[config.mk]
export PLATFORM = sky130hd
export DESIGN_NAME = presence_threshold_debouncer_core_flat
export DESIGN_NICKNAME = d
export VERILOG_FILES = /design/src/rtl/core/ptd_pkg.sv /design/src/rtl/core/ptd_if.sv /design/src/rtl/core/presence_threshold_debouncer_core.sv /design/src/rtl/core/ptd_cfg_regs.sv /design/src/rtl/core/ptd_in_stage.sv /design/src/rtl/core/ptd_eval.sv /design/src/flat_wrapper.sv
export SDC_FILE = /design/constraint.sdc
export NUM_CORES = 1
export LEC_CHECK = 0
export BUFFER_PORTS_ARGS = -buffer_cell sky130_fd_sc_hd__buf_2
export CORE_ASPECT_RATIO = 0.75
export CORE_MARGIN = 2
export CORE_UTILIZATION = 45
export DETAILED_ROUTE_END_ITERATION = 16
export PLACE_DENSITY = 0.67
export SYNTH_ARGS = -nofsm -noshare
export SYNTH_HDL_FRONTEND = slang
export SYNTH_HIERARCHICAL = 1
export SYNTH_SLANG_ARGS = --single-unit
[constraint.sdc]
create_clock -name clk -period 21.1 [get_ports clk]
set_input_delay 1.055 -clock clk [delete_from_list [all_inputs] [get_ports clk]]
set_output_delay 1.055 -clock clk [all_outputs]
set_load 0.05 [all_outputs]
[src/rtl/core/ptd_pkg.sv]
// Shared constants, register codes and payload types of the presence threshold debouncer.
package ptd_pkg;

	localparam int AdcBits = 12;
	localparam int RawBits = 16;
	localparam int MvBits = 12;
	localparam int RunBits = 4;
	localparam int TimeBits = 32;
	localparam int CoolBits = 16;
	localparam int CfgDataBits = 16;
	localparam int ProdBits = AdcBits + MvBits;

	localparam logic [MvBits-1:0] VrefMv = MvBits'(3000);
	localparam logic [RunBits-1:0] RunMax = '1;

	localparam logic [MvBits-1:0] ThresholdReset = MvBits'(2000);
	localparam logic [RunBits-1:0] ConfirmReset = RunBits'(3);
	localparam logic PausedReset = 1'b0;
	localparam logic [CoolBits-1:0] CooldownReset = CoolBits'(10000);

	typedef enum logic [1:0] {
		RegThreshold = 2'd0,
		RegConfirm   = 2'd1,
		RegPaused    = 2'd2,
		RegCooldown  = 2'd3
	} cfg_reg_t;

	typedef enum logic {
		OpSample    = 1'b0,
		OpIdleEntry = 1'b1
	} op_t;

	typedef struct packed {
		logic [MvBits-1:0]   threshold_mv;
		logic [RunBits-1:0]  confirm_count;
		logic                autostart_paused;
		logic [CoolBits-1:0] cooldown_ms;
	} cfg_t;

	typedef struct packed {
		logic                op;
		logic                read_ok;
		logic [RawBits-1:0]  raw_word;
		logic                machine_idle;
		logic [TimeBits-1:0] now_ms;
	} item_t;

	typedef struct packed {
		logic              sample_valid;
		logic [MvBits-1:0] sample_mv;
		logic              present;
		logic              report;
		logic              start_request;
		logic [MvBits-1:0] last_good_mv;
	} res_t;

	typedef struct packed {
		logic  valid;
		item_t item;
	} stage_t;

endpackage

[src/rtl/core/ptd_if.sv]
// Request and result channel interfaces of the presence threshold debouncer.
interface ptd_req_if;
	import ptd_pkg::*;

	logic                valid;
	logic                ready;
	logic                op;
	logic                read_ok;
	logic [RawBits-1:0]  raw_word;
	logic                machine_idle;
	logic [TimeBits-1:0] now_ms;

	modport source (output valid, op, read_ok, raw_word, machine_idle, now_ms, input ready);
	modport sink (input valid, op, read_ok, raw_word, machine_idle, now_ms, output ready);
endinterface

interface ptd_res_if;
	import ptd_pkg::*;

	logic              valid;
	logic              ready;
	logic              sample_valid;
	logic [MvBits-1:0] sample_mv;
	logic              present;
	logic              report;
	logic              start_request;
	logic [MvBits-1:0] last_good_mv;

	modport source (output valid, sample_valid, sample_mv, present, report, start_request,
		last_good_mv, input ready);
	modport sink (input valid, sample_valid, sample_mv, present, report, start_request,
		last_good_mv, output ready);
endinterface

[src/rtl/core/presence_threshold_debouncer_core.sv]
// Top level of the presence threshold debouncer.
// Each request is either a converter sample or an idle-entry event and yields exactly one
// result. The block accepts one request every clock cycle unless the result side stalls.
// A request passes through the input register and then the result register, which drives
// the result channel. The debounce and cooldown state is updated as the result is registered,
// so consecutive requests see each other's effects with no gap. When the result side stalls,
// requests are held back through the same two registers. Configuration writes take effect
// on the next cycle and are expected only while no request is in flight.
module presence_threshold_debouncer_core (
	input  logic                           clk,
	input  logic                           arst_n,
	ptd_req_if.sink                        item,
	ptd_res_if.source                      result,
	input  logic                           cfg_we,
	input  logic [1:0]                     cfg_index,
	input  logic [ptd_pkg::CfgDataBits-1:0] cfg_wdata
);
	import ptd_pkg::*;

	cfg_t   cfg;
	stage_t stage;
	logic   advance;

	ptd_cfg_regs u_cfg_regs (
		.clk       (clk),
		.arst_n    (arst_n),
		.cfg_we    (cfg_we),
		.cfg_index (cfg_index),
		.cfg_wdata (cfg_wdata),
		.cfg       (cfg)
	);

	ptd_in_stage u_in_stage (
		.clk     (clk),
		.arst_n  (arst_n),
		.req     (item),
		.advance (advance),
		.stage   (stage)
	);

	ptd_eval u_eval (
		.clk     (clk),
		.arst_n  (arst_n),
		.cfg     (cfg),
		.stage   (stage),
		.advance (advance),
		.res     (result)
	);

	// An auto-start is only ever requested together with a report of presence.
	a_start_needs_report: assert property (@(posedge clk) disable iff (!arst_n)
		result.valid && result.start_request |-> result.report && result.present)
		else $error("start request without a presence report");

	// A report is only made for a valid reading.
	a_report_needs_sample: assert property (@(posedge clk) disable iff (!arst_n)
		result.valid && result.report |-> result.sample_valid)
		else $error("report without a valid sample");

	// A valid reading is always the latest good reading and is never zero.
	a_sample_tracks_last: assert property (@(posedge clk) disable iff (!arst_n)
		result.valid && result.sample_valid |->
			result.last_good_mv == result.sample_mv && result.sample_mv != '0)
		else $error("valid sample not reflected in last good reading");

	// The input register never drops a request while the result side stalls.
	a_stall_holds_stage: assert property (@(posedge clk) disable iff (!arst_n)
		stage.valid && !advance |=> stage.valid && $stable(stage.item))
		else $error("pending request lost during stall");
endmodule

[src/rtl/core/ptd_cfg_regs.sv]
// Configuration register file written through the plain write port.
module ptd_cfg_regs (
	input  logic                          clk,
	input  logic                          arst_n,
	input  logic                          cfg_we,
	input  logic [1:0]                    cfg_index,
	input  logic [ptd_pkg::CfgDataBits-1:0] cfg_wdata,
	output ptd_pkg::cfg_t                 cfg
);
	import ptd_pkg::*;

	cfg_t cfg_q;

	always_ff @(posedge clk or negedge arst_n) begin
		if (!arst_n) begin
			cfg_q.threshold_mv <= ThresholdReset;
			cfg_q.confirm_count <= ConfirmReset;
			cfg_q.autostart_paused <= PausedReset;
			cfg_q.cooldown_ms <= CooldownReset;
		end else if (cfg_we) begin
			unique case (cfg_reg_t'(cfg_index))
				RegThreshold: cfg_q.threshold_mv <= cfg_wdata[MvBits-1:0];
				RegConfirm:   cfg_q.confirm_count <= cfg_wdata[RunBits-1:0];
				RegPaused:    cfg_q.autostart_paused <= cfg_wdata[0];
				RegCooldown:  cfg_q.cooldown_ms <= cfg_wdata[CoolBits-1:0];
				default:      cfg_q <= cfg_q;
			endcase
		end
	end

	assign cfg = cfg_q;
endmodule

[src/rtl/core/ptd_in_stage.sv]
// Input register that takes one request per cycle while the result side can move.
module ptd_in_stage (
	input  logic            clk,
	input  logic            arst_n,
	ptd_req_if.sink         req,
	input  logic            advance,
	output ptd_pkg::stage_t stage
);
	import ptd_pkg::*;

	logic  valid_s1;
	item_t item_s1;
	logic  take;

	assign req.ready = !valid_s1 || advance;
	assign take = req.valid && req.ready;

	always_ff @(posedge clk or negedge arst_n) begin
		if (!arst_n) begin
			valid_s1 <= 1'b0;
		end else if (req.ready) begin
			valid_s1 <= req.valid;
		end
	end

	always_ff @(posedge clk) begin
		if (take) begin
			item_s1 <= '{op: req.op, read_ok: req.read_ok, raw_word: req.raw_word,
				machine_idle: req.machine_idle, now_ms: req.now_ms};
		end
	end

	assign stage = '{valid: valid_s1, item: item_s1};
endmodule

[src/rtl/core/ptd_eval.sv]
// Scaling, threshold, debounce and cooldown logic with the state and result registers.
module ptd_eval (
	input  logic            clk,
	input  logic            arst_n,
	input  ptd_pkg::cfg_t   cfg,
	input  ptd_pkg::stage_t stage,
	output logic            advance,
	ptd_res_if.source       res
);
	import ptd_pkg::*;

	logic                present_q;
	logic                first_q;
	logic                cand_q;
	logic [RunBits-1:0]  run_q;
	logic [MvBits-1:0]   last_mv_q;
	logic [TimeBits-1:0] deadline_q;
	logic                res_valid_q;
	res_t                result_q;

	logic                present_d;
	logic                first_d;
	logic                cand_d;
	logic [RunBits-1:0]  run_d;
	logic [MvBits-1:0]   last_mv_d;
	logic [TimeBits-1:0] deadline_d;
	res_t                result_d;

	logic [AdcBits-1:0]  count;
	logic [ProdBits-1:0] product;
	logic [MvBits-1:0]   mv;
	logic [TimeBits:0]   sum;
	logic                detected;
	logic                out_free;

	assign out_free = !res_valid_q || res.ready;
	assign advance = stage.valid && out_free;

	always_comb begin
		count = stage.item.raw_word[RawBits-1 -: AdcBits];
		product = ProdBits'(count) * ProdBits'(VrefMv);
		mv = MvBits'(product >> AdcBits);
		sum = {1'b0, stage.item.now_ms} + (TimeBits+1)'(cfg.cooldown_ms);
		detected = mv < cfg.threshold_mv;

		present_d = present_q;
		first_d = first_q;
		cand_d = cand_q;
		run_d = run_q;
		last_mv_d = last_mv_q;
		deadline_d = deadline_q;
		result_d = '0;

		if (stage.item.op == OpIdleEntry) begin
			deadline_d = sum[TimeBits] ? '1 : sum[TimeBits-1:0];
		end else if (stage.item.read_ok) begin
			result_d.sample_mv = mv;
			if (mv != '0) begin
				result_d.sample_valid = 1'b1;
				last_mv_d = mv;
				if (first_q) begin
					present_d = detected;
					first_d = 1'b0;
					result_d.report = 1'b1;
					run_d = '0;
				end else if (detected != present_q) begin
					if (detected == cand_q) begin
						if (run_q != RunMax) begin
							run_d = run_q + 1'b1;
						end
					end else begin
						cand_d = detected;
						run_d = RunBits'(1);
					end
					if (run_d >= cfg.confirm_count) begin
						present_d = detected;
						result_d.report = 1'b1;
						run_d = '0;
					end
				end else begin
					run_d = '0;
				end
				result_d.start_request = result_d.report && present_d &&
					!cfg.autostart_paused && stage.item.machine_idle &&
					(stage.item.now_ms >= deadline_q);
			end
		end

		result_d.present = present_d;
		result_d.last_good_mv = last_mv_d;
	end

	always_ff @(posedge clk or negedge arst_n) begin
		if (!arst_n) begin
			present_q <= 1'b0;
			first_q <= 1'b1;
			cand_q <= 1'b0;
			run_q <= '0;
			last_mv_q <= '0;
			deadline_q <= '0;
			res_valid_q <= 1'b0;
		end else begin
			if (out_free) begin
				res_valid_q <= stage.valid;
			end
			if (advance) begin
				present_q <= present_d;
				first_q <= first_d;
				cand_q <= cand_d;
				run_q <= run_d;
				last_mv_q <= last_mv_d;
				deadline_q <= deadline_d;
			end
		end
	end

	always_ff @(posedge clk) begin
		if (advance) begin
			result_q <= result_d;
		end
	end

	assign res.valid = res_valid_q;
	assign res.sample_valid = result_q.sample_valid;
	assign res.sample_mv = result_q.sample_mv;
	assign res.present = result_q.present;
	assign res.report = result_q.report;
	assign res.start_request = result_q.start_request;
	assign res.last_good_mv = result_q.last_good_mv;
endmodule
[src/flat_wrapper.sv]
// flat-port wrapper written by rule: the top's interface ports become plain ports
module presence_threshold_debouncer_core_flat import ptd_pkg::*;
  (clk, arst_n, cfg_we, cfg_index, cfg_wdata, item_valid, item_op, item_read_ok, item_raw_word, item_machine_idle, item_now_ms, item_ready, result_valid, result_sample_valid, result_sample_mv, result_present, result_report, result_start_request, result_last_good_mv, result_ready);
  ptd_req_if item_i ();
  ptd_res_if result_i ();
  input  logic clk;
  input  logic arst_n;
  input  logic cfg_we;
  input  logic [1:0] cfg_index;
  input  logic [ptd_pkg::CfgDataBits-1:0] cfg_wdata;
  input wire logic [$bits(item_i.valid)-1:0] item_valid;
  input wire logic [$bits(item_i.op)-1:0] item_op;
  input wire logic [$bits(item_i.read_ok)-1:0] item_read_ok;
  input wire logic [$bits(item_i.raw_word)-1:0] item_raw_word;
  input wire logic [$bits(item_i.machine_idle)-1:0] item_machine_idle;
  input wire logic [$bits(item_i.now_ms)-1:0] item_now_ms;
  output wire logic [$bits(item_i.ready)-1:0] item_ready;
  output wire logic [$bits(result_i.valid)-1:0] result_valid;
  output wire logic [$bits(result_i.sample_valid)-1:0] result_sample_valid;
  output wire logic [$bits(result_i.sample_mv)-1:0] result_sample_mv;
  output wire logic [$bits(result_i.present)-1:0] result_present;
  output wire logic [$bits(result_i.report)-1:0] result_report;
  output wire logic [$bits(result_i.start_request)-1:0] result_start_request;
  output wire logic [$bits(result_i.last_good_mv)-1:0] result_last_good_mv;
  input wire logic [$bits(result_i.ready)-1:0] result_ready;
  assign item_i.valid = item_valid;
  assign item_i.op = item_op;
  assign item_i.read_ok = item_read_ok;
  assign item_i.raw_word = item_raw_word;
  assign item_i.machine_idle = item_machine_idle;
  assign item_i.now_ms = item_now_ms;
  assign item_ready = item_i.ready;
  assign result_valid = result_i.valid;
  assign result_sample_valid = result_i.sample_valid;
  assign result_sample_mv = result_i.sample_mv;
  assign result_present = result_i.present;
  assign result_report = result_i.report;
  assign result_start_request = result_i.start_request;
  assign result_last_good_mv = result_i.last_good_mv;
  assign result_i.ready = result_ready;
  presence_threshold_debouncer_core u_core (.clk(clk), .arst_n(arst_n), .item(item_i), .result(result_i), .cfg_we(cfg_we), .cfg_index(cfg_index), .cfg_wdata(cfg_wdata));
endmodule
After elaboration in Yosys (flattened, before gate mapping)
Cells that the tools add are included.
{"block": "totals", "register_bits": 165, "input_bits": 74}
{"block": "op_classes", "addsub": 2, "n_mul": 1, "order_cmp": 3, "n_eq_ne": 6, "mux": 30, "bitwise": 5, "n_reduce_logical": 22}
{"op": "$mux 4", "count": 10}
{"op": "$mux 12", "count": 3}
{"op": "$add 32x16->33", "count": 1}
{"op": "$ge 32x32->1", "count": 1}
{"op": "$mux 32", "count": 1}
{"op": "$mul 12x9->21 const B", "count": 1}
{"op": "$mux 1", "count": 16}
{"op": "$lt 12x12->1", "count": 1}
{"op": "$reduce_bool 12->1", "count": 1}
{"op": "$reduce_and 2->1", "count": 5}
{"op": "$reduce_and 7->1", "count": 1}
{"op": "$logic_and 1x1->1", "count": 6}
{"op": "$not 1->1", "count": 5}
{"op": "$add 4x1->4 const B", "count": 1}
{"op": "$eq 2x2->1 const B", "count": 2}
{"op": "$ge 4x4->1", "count": 1}
{"op": "$ne 4x4->1 const B", "count": 1}
{"op": "$reduce_and 4->1", "count": 1}
{"op": "$logic_not 1->1", "count": 3}
{"op": "$reduce_or 3->1", "count": 1}
{"op": "$eq 2x1->1 const B", "count": 1}
{"op": "$logic_not 2->1", "count": 1}
{"op": "$logic_or 1x1->1", "count": 2}
{"op": "$reduce_or 2->1", "count": 1}
{"op": "2 further kinds", "count": 2}

Longest topological paths before layout
Gate-level depths: netlist of run 1.
{"block": "depth", "word_depth": 20, "ltp_mapped": 31, "mapped_depth_nobuf": 31}

Modules after synthesis
The synthesis of run 1 kept the hierarchy.
{"mod": "ptd_eval", "n_inst": 1, "cells_per_inst": 840, "area_per_inst_um2": 8100.3}
{"mod": "ptd_in_stage", "n_inst": 1, "cells_per_inst": 56, "area_per_inst_um2": 1592.8}
{"mod": "ptd_cfg_regs", "n_inst": 1, "cells_per_inst": 72, "area_per_inst_um2": 1325.0}

Worst setup path before layout of run 1
Ideal clock, no wire load.
{"block": "synth_timing", "kind": "reg2reg", "start": "register u_core.u_in_stage.item_s1 (netlist bit u_core/u_in_stage/stage[45])", "end": "register u_core.u_eval.result_q (netlist bit u_core/u_eval/res.present), data pin", "setup_ns": 0.260, "arrival_ns": 7.054, "setup_slack_ns": 13.786, "path_stages_with_launch": 32, "path_cell_list": "edfxtp_1 fa_1 inv_1 fa_1 inv_1 fa_1 inv_1 fa_1 inv_1 ha_1 a211oi_2 nor2_1 nor2_2 a21oi_1 or2_2 a211oi_1 inv_1 ha_1 nand4_1 nor2_1 o2111a_1 a211oi_4 xnor2_2 nor2_1 ha_1 nand2b_1 a21oi_1 nor2b_1 o21ai_0 nand2_1 mux2_2 mux2_2"}
{"block": "synth_between", "elab_chain_cells": 19}
{"item": "start, declared", "line": "ptd_in_stage.sv:12", "text": "item_t item_s1;"}
{"item": "start signal, assigned", "line": "ptd_in_stage.sv:28", "text": "item_s1 <= '{op: req.op, read_ok: req.read_ok, raw_word: req.raw_word,"}
{"item": "$mul 12x9->21 *", "line": "ptd_eval.sv:41", "text": "product = ProdBits'(count) * ProdBits'(VrefMv);"}
{"item": "net u_core.u_eval.product[20]", "line": "ptd_eval.sv:30", "text": "logic [ProdBits-1:0] product;"}
{"item": "$lt 12x12->1", "line": "ptd_eval.sv:44", "text": "detected = mv < cfg.threshold_mv;"}
{"item": "$eq 1x1->1", "line": "ptd_eval.sv:67", "text": "if (detected == cand_q) begin"}
{"item": "$mux 4", "line": "ptd_eval.sv:67"}
{"item": "$mux 4", "line": "ptd_eval.sv:66", "text": "end else if (detected != present_q) begin"}
{"item": "$mux 4", "line": "ptd_eval.sv:61", "text": "if (first_q) begin"}
{"item": "$mux 4", "line": "ptd_eval.sv:58", "text": "if (mv != '0) begin"}
{"item": "[... 5 more ...]"}
{"item": "$mux 1", "line": "ptd_eval.sv:61"}
{"item": "$mux 1", "line": "ptd_eval.sv:58"}
{"item": "$mux 1", "line": "ptd_eval.sv:56", "text": "end else if (stage.item.read_ok) begin"}
{"item": "$mux 1", "line": "ptd_eval.sv:54", "text": "if (stage.item.op == OpIdleEntry) begin"}
{"item": "$mux 1 *", "line": "ptd_eval.sv:58"}
{"item": "$mux 1 *", "line": "ptd_eval.sv:56"}
{"item": "$mux 1 *", "line": "ptd_eval.sv:54"}
{"item": "net u_core.u_eval.present_d", "line": "ptd_eval.sv:21", "text": "logic present_d;"}
{"item": "end signal, assigned", "line": "ptd_eval.sv:119", "text": "result_q <= result_d;"}
{"item": "end, declared", "line": "ptd_eval.sv:19", "text": "res_t result_q;"}
The timed path passes the listed nets; every way through them passes the cells marked *. The select of a mux whose other input is x is not followed.
A chain may end at the register's enable or synchronous reset.

Final worst setup path of run 1
{"block": "layout_timing", "start": "register u_core.u_in_stage.item_s1 (netlist bit u_core/u_in_stage/stage[44])", "end": "register u_core.u_eval.result_q (netlist bit u_core/u_eval/res.present), data pin"}
The elaborated chain is that of the path after synthesis.

==> impl_summary.txt, run 1 <==
----------------------------------------------------
[Worst hold path]
  Worst min-delay path class ... reg2reg

[Setup path]
  Count of buffering cells on the critical path with inverters included ... 5
  Family with the most delay on the worst path ... adder cells
  Crit Path Category ... reg2reg
  CP max-delay cell ... fa_1
  Critical path endpoint category ... flop
  Critical path required time ... 21.28 ns
  Largest stage delay on the critical path ... 0.61 ns
  Signal arrival time at the worst endpoint ... 8.41 ns
  Maximum fanout count along the critical path ... 7
  Worst Setup Start Kind ... flop

[Clock tree]
  Worst skew pair latency ... 0.43 ns
  Number of buffers inserted to repair setup after CTS ... 0
  H-tree levels ... 4
  # resized after CTS ... 0
  Clock transition time at the flip-flop clock pins of the worst setup and hold paths ... 0.07 ns
  Quantity of hold-fixing buffers added after cts ... 0
  Clock Path Buffers ... 2
  Root Driver ... clkbuf_16
  TritonCTS clock tree ... yes
  Sink count of the clock tree ... 161
  Total CTS buffers ... 17

[Layout]
  Area added between synthesis and finish ... 13.17%
  Flip-flop and latch area ... 4422 um^2
  Filler instances ... 2,139
  Area of combinational cells with multiple inputs ... 5694 um^2
  Total Nets Final ... 1,311
  Proportion of layout cells with a drive suffix above 1 ... 21.22%

[STA]
  Slew of the pin with the lowest slew margin ... 0.8335 ns
  Sum of negative setup slack ... 0 ns
  RSZ-0062 raised after global routing ... false
  Number of failing setup endpoints in the final timing report ... 0
  Post-layout minimum cycle time ... 8.227 ns
  Final Max Tran Viols ... 0
  Worst clock skew ... 0.009629 ns
  Number of hold violations in the final report ... 0
  Maximum clock frequency ... 121.5 MHz
  Worst slew margin relative to its limit ... 43.96%
  Share of the clock period used by the worst path ... 38.99%

[Drt]
  First DRT Iteration DRCs ... 471
  Via density per instance ... 5.317
  Average routed wire per standard cell ... 16.77 um
  Number of search-and-repair iterations in the first detailed-routing pass ... 4
  Total via count after detailed routing ... 7,401
  DRC ... 0
  Post-detailed-route count of antenna-violating nets ... 0
  Drt total wl ... 23.35 mm

[GRT]
  Initial antenna violation count ... 2
  Largest net degree at the start of global routing ... 58
  GRT Resource Usage Total ... 19.12%
  Overflow left after global routing ... 0
  Number of global-route vias before repair ... 7,222
  Wire length of the first global-routing pass ... 37.81 mm

[Die]
  Area of the placeable core ... 23,850 um^2
  Die Width ... 183.7 um
  Die area ... 25,490 um^2
  Count of boundary I/O pins ... 104
  Die outline height ... 138.8 um
  Site Rows ... 49
  Starting density of the core ... 45.70%

[Placed design]
  Number of buffers inserted by port buffering ... 99
  Detailed placement HPWL ... 17.22 mm
  Placer's final routability congestion estimate ... 0.8427

[Run status]
  Run status ... completed

[Power]
  Power Dens Cells ... 148.6 nW/um^2
  Peak supply drop ... 0.0001039 V
  Power consumption ... 0.001833 W
  Reported leakage power ... 5.913 nW

[Logic synthesis]
  Synthesized instance count ... 964
  Post-Syn Nets ... 1,204
  Summed instance area of the synthesized netlist ... 10,900 um^2
  Total number of yosys warnings ... 6
  Synthesized area divided by synthesized cell count ... 11.30 um^2

[Flow run]
  Max_cap viols ... 0

----------------------------------------------------
==> worst paths after layout <==
kind	cells after the start	startpoint	slack, ns	endpoint
min in group asynchronous	1	arst_n	0.56	u_core/u_eval/deadline_q[12]
worst max-delay path	31	u_core/u_in_stage/stage[44]	12.87	u_core/u_eval/res.present
worst max register to register	31	u_core/u_in_stage/stage[44]	12.87	u_core/u_eval/res.present
worst min register to register	2	u_core/u_eval/deadline_q[30]	0.48	u_core/u_eval/deadline_q[30]
worst min-delay path	2	u_core/u_eval/deadline_q[30]	0.48	u_core/u_eval/deadline_q[30]
max in group asynchronous	2	arst_n	19.41	u_core/u_eval/present_q
==> state kept, by name, indices dropped and copies added (netlist names) <==
name and count:
u_core/u_in_stage/valid_s1 1, u_core/u_eval/res.valid 1, u_core/u_cfg_regs/cfg 33, u_core/u_eval/res.sample_mv 12
u_core/u_eval/deadline_q 32, u_core/u_in_stage/stage 47, u_core/u_eval/res.start_request 1, u_core/u_eval/res.sample_valid 1
u_core/u_eval/res.report 1, u_core/u_eval/cand_q 1, u_core/u_eval/first_q 1, u_core/u_eval/run_q 4
u_core/u_eval/last_mv_q 12, u_core/u_eval/present_q 1, u_core/u_eval/res.present 1, u_core/u_eval/res.last_good_mv 12
==> placed cells by master, fill, tap and decap left out, drive strengths merged, types with 8 or more instances in the layout <==
| cell type | n |
|---|---|
| and2 | 19 |
| xor2 | 14 |
| nand3 | 18 |
| inv | 190 |
| nor2 | 30 |
| dfrtp | 72 |
| buf | 105 |
| nor2b | 8 |
| nand4 | 9 |
| nor3 | 11 |
| a21o | 25 |
| mux2 | 55 |
| nand2 | 26 |
| a211oi | 8 |
| a21oi | 33 |
| and3 | 9 |
| edfxtp | 75 |
| dfstp | 14 |
| ha | 118 |
| clkbuf | 17 |
| nand2b | 9 |
| fa | 48 |
| o21ai | 22 |
| a22oi | 18 |
| xnor2 | 17 |
==> routing by layer <==
layer | routed length, um | track usage, % | share of wire (%)
met1 | 12050 | 29.20 | 52
met2 | 9535 | 26.65 | 41
met3 | 1327 | 4.622 | 5.7
met4 | 441 | 5.853 | 1.9
met5 | 0 | 0 | 0
==> power breakdown <==
part           internal [W]  switching (W)  total (W)
clock              0.000178       0.000142   0.000320
sequential         0.000424      0.0000396   0.000464
combinational      0.000412       0.000636    0.00105
total               0.00102       0.000818    0.00183
==> through the flow <==
stage / utilization (%) / setup slack (ns) / area, um^2 / std cells / hold slack [ns]
floorplan: - / 13.79 / 10900 / 964 / 0.4485
global placement: 49.18 / 12.95 / 11730 / 1358 / 0.4699
detailed placement: 49.18 / 12.86 / 11730 / 1358 / 0.4762
CTS: 51.69 / 12.84 / 12330 / 1390 / 0.4921
global route: 51.69 / 12.31 / 12330 / 1390 / 0.5044
finish: 51.71 / 12.87 / 12330 / 1392 / 0.4830
==> worst reg2reg max path: cells and delay by family, from the launching register on <==
family / cells / cell delay [ns]
xor+xnor: 2 / 0.59
mux: 2 / 0.58
flops: 1 / 0.59
buf+inv: 5 / 0.26
compound gates: 10 / 2.06
simple gates: 5 / 0.87
fa+ha+maj: 7 / 3.00
==> layout make-up <==
| class | count | area share (%) |
|---|---|---|
| Multi-Input combinational cell | 603 | 46.17 |
| Sequential cell | 161 | 35.85 |
| Inverter | 183 | 5.570 |
| Timing Repair Buffer | 105 | 4.403 |
| Clock buffer | 17 | 3.449 |
| Tap cell | 306 | 3.104 |
| Clock inverter | 15 | 1.410 |
| Antenna cell | 2 | 0.04058 |
Power figures use the tool's default switching activity.
==> inputs of run 2 (changes only) <==
--- a/config.mk
+++ b/config.mk
@@ -10,7 +10,7 @@
 export CORE_MARGIN = 2
 export CORE_UTILIZATION = 45
 export DETAILED_ROUTE_END_ITERATION = 16
-export PLACE_DENSITY = 0.67
+export PLACE_DENSITY = 0.7
 export SYNTH_ARGS = -nofsm -noshare
 export SYNTH_HDL_FRONTEND = slang
 export SYNTH_HIERARCHICAL = 1
==> constraint.sdc (replaced) <==
create_clock -name clk -period 7.1 [get_ports clk]
set_input_delay 0.355 -clock clk [delete_from_list [all_inputs] [get_ports clk]]
set_output_delay 0.355 -clock clk [all_outputs]
set_load 0.05 [all_outputs]
==> impl_summary.txt, run 2 (synthesized netlist as in run 1, its figures left out) <==
----------------------------------------------------
[GRT]
  Largest net degree at the start of global routing ... 51
  Wire length of the first global-routing pass ... 39.07 mm
  Initial antenna violation count ... 3
  GRT Resource Usage Total ... 19.58%
  Overflow left after global routing ... 0
  Number of global-route vias before repair ... 7,512

[Drt]
  Post-detailed-route count of antenna-violating nets ... 0
  Drt total wl ... 23.95 mm
  Average routed wire per standard cell ... 16.69 um
  Via density per instance ... 5.254
  DRC ... 0
  First DRT Iteration DRCs ... 375
  Total via count after detailed routing ... 7,540
  Number of search-and-repair iterations in the first detailed-routing pass ... 5

[STA]
  Sum of negative setup slack ... 0 ns
  Number of hold violations in the final report ... 0
  Worst slew margin relative to its limit ... 37.92%
  Final Max Tran Viols ... 0
  Slew of the pin with the lowest slew margin ... 0.9312 ns
  Number of failing setup endpoints in the final timing report ... 0
  Share of the clock period used by the worst path ... 99.96%
  Maximum clock frequency ... 140.9 MHz
  Post-layout minimum cycle time ... 7.097 ns
  Worst clock skew ... 0.01319 ns
  RSZ-0062 raised after global routing ... true
  Least setup slack across all paths after layout ... 0.002700 ns

[Layout]
  Total Nets Final ... 1,354
  Non-Filler Instances ... 1,435
  Most frequent cells in the layout ... inv_1, ha_1, buf_2, edfxtp_1, dfrtp_1
  Max FFs per register ... 47
  Proportion of layout cells with a drive suffix above 1 ... 26.53%
  Filler instances ... 2,035
  Area of combinational cells with multiple inputs ... 5922 um^2
  Flip-flop and latch area ... 4422 um^2
  Most common library cell in the layout ignoring fill and taps ... inv_1
  Area added between synthesis and finish ... 18.27%

[Setup path]
  Largest stage delay on the critical path ... 0.54 ns
  Critical path endpoint category ... flop
  Critical path required time ... 7.29 ns
  FF-to-FF Start ... u_core/u_in_stage/stage[44]
  Maximum fanout count along the critical path ... 5
  Most common cell on crit path ... fa_1
  Signal arrival time at the worst endpoint ... 7.29 ns
  Setup slack of the most critical reg-to-reg path ... 0.003 ns
  R2r worst-path depth ... 30
  Critical register-to-register path endpoint ... u_core/u_eval/res.present
  CP max-delay cell ... fa_1
  Crit Path Category ... reg2reg
  Worst Setup Start Kind ... flop

[Die]
  Count of boundary I/O pins ... 104
  Site Rows ... 49
  Die Width ... 183.7 um
  Die area ... 25,490 um^2
  Area of the placeable core ... 23,850 um^2
  Die outline height ... 138.8 um
  Starting density of the core ... 45.70%

[Placed design]
  Placer's final routability congestion estimate ... 0.8208
  Worst setup slack before clock tree synthesis ... -0.01522 ns
  Number of buffers inserted by port buffering ... 99
  Detailed placement HPWL ... 17.61 mm
  Cell count after placement ... 1,387

[Clock tree]
  Clock transition time at the flip-flop clock pins of the worst setup and hold paths ... 0.07 ns
  Sink count of the clock tree ... 161
  Total CTS buffers ... 17
  Clock Path Buffers ... 2
  Root Driver ... clkbuf_16
  Worst skew pair latency ... 0.44 ns
  H-tree levels ... 4
  TritonCTS clock tree ... yes

[Worst hold path]
  Worst Hold Depth ... 1
  Worst min-delay path class ... in2reg
  Launch instance of the worst min-delay path ... item_now_ms[12]
  Terminating pin of the worst hold path ... u_core/u_in_stage/stage[12]

[Flow run]
  Max_cap viols ... 0

[Power]
  Reported leakage power ... 6.175 nW
  Peak supply drop ... 0.0003445 V
  Power Dens Cells ... 479.3 nW/um^2

[Run status]
  Run status ... completed

----------------------------------------------------
==> run 2: cell count changes in the layout (fill, tap and decap cells not counted), moves of 3 or more <==
cell       change
a21oi_1        -3
ha_1           -5
clkbuf_16      +3
nor2_1         -4
nor2_2         +3
inv_4          +3
o21ai_0        -3
ha_4           +5
buf_6          +3
buf_4         +39
==> run 2: power by group <==
group	leakage (nW)	internal (W)	total, W	switching (W)
Combinational	4.18	0.00173	0.00387	0.00214
Clock	0.295	0.000519	0.000928	0.000408
Sequential	1.70	0.00126	0.00138	0.000119
Total	6.17	0.00351	0.00618	0.00266
==> run 2: worst max path at each step <==
stage	from	endpoint	slack, ns	cells past startpoint
6_report	u_core/u_in_stage/stage[44]	u_core/u_eval/res.present	0.003	30
5_1_grt	u_core/u_in_stage/stage[44]	u_core/u_eval/res.present	-0.26	30
4_1_cts	u_core/u_in_stage/stage[45]	u_core/u_eval/res.present	0.01	32
3_5_place_dp	u_core/u_in_stage/stage[44]	u_core/u_eval/res.present	-0.02	28
3_3_place_gp	u_core/u_in_stage/stage[45]	u_core/u_eval/res.present	0.06	31
2_1_floorplan	u_core/u_in_stage/stage[44]	u_core/u_eval/res.present	0.006	29
==> run 2: per-layer routing <==
layer | GRT usage, % | routed length (um)
met3 | 4.202 | 1148
met5 | 0 | 13
met1 | 29.78 | 12270
met4 | 5.179 | 299
met2 | 28.20 | 10220
==> run 2: area by class of cell <==
class	instances	share of cell area [%]
multi-input combinational	603	45.95
sequential	161	34.31
timing repair buffer	148	6.825
inverter	183	5.330
clock buffer	22	3.941
tap	306	2.971
clock inverter	10	0.6407
antenna	2	0.03883
==> run 2: worst max-delay path, delay by kind of cell (launching register included) <==
kind	cells	cell delay, ns
adders and majority gates	7	2.84
DFF	1	0.46
AOI/OAI and AO/OA	10	1.61
buffers and inverters	3	0.25
muxes	2	0.56
and+or+nand+nor	6	0.74
xor gates and xnor gates	2	0.36
==> run 2: stage by stage <==
| step | area, um^2 | total power [W] | hold WS, ns | utilization [%] |
|---|---|---|---|---|
| 2_1_floorplan | 11010 | 0.003958 | 0.05941 | - |
| 3_3_place_gp | 12060 | 0.004890 | 0.3693 | 50.57 |
| 3_5_place_dp | 12060 | 0.004973 | 0.3824 | 50.57 |
| 4_1_cts | 12720 | 0.005996 | 0.06579 | 53.34 |
| 5_1_grt | 12890 | 0.006678 | 0.06357 | 54.03 |
| 6_report | 12890 | 0.006177 | 0.08469 | 54.04 |
==> run 2: repair_timing <==
action	in CTS	in global routing
hold buffers	1	0
setup endpoints to repair	1	8
hold endpoints to repair	35	0
buffers inserted	5	8
gates cloned	0	0
pin swaps	8	15
gates resized for setup	4	22
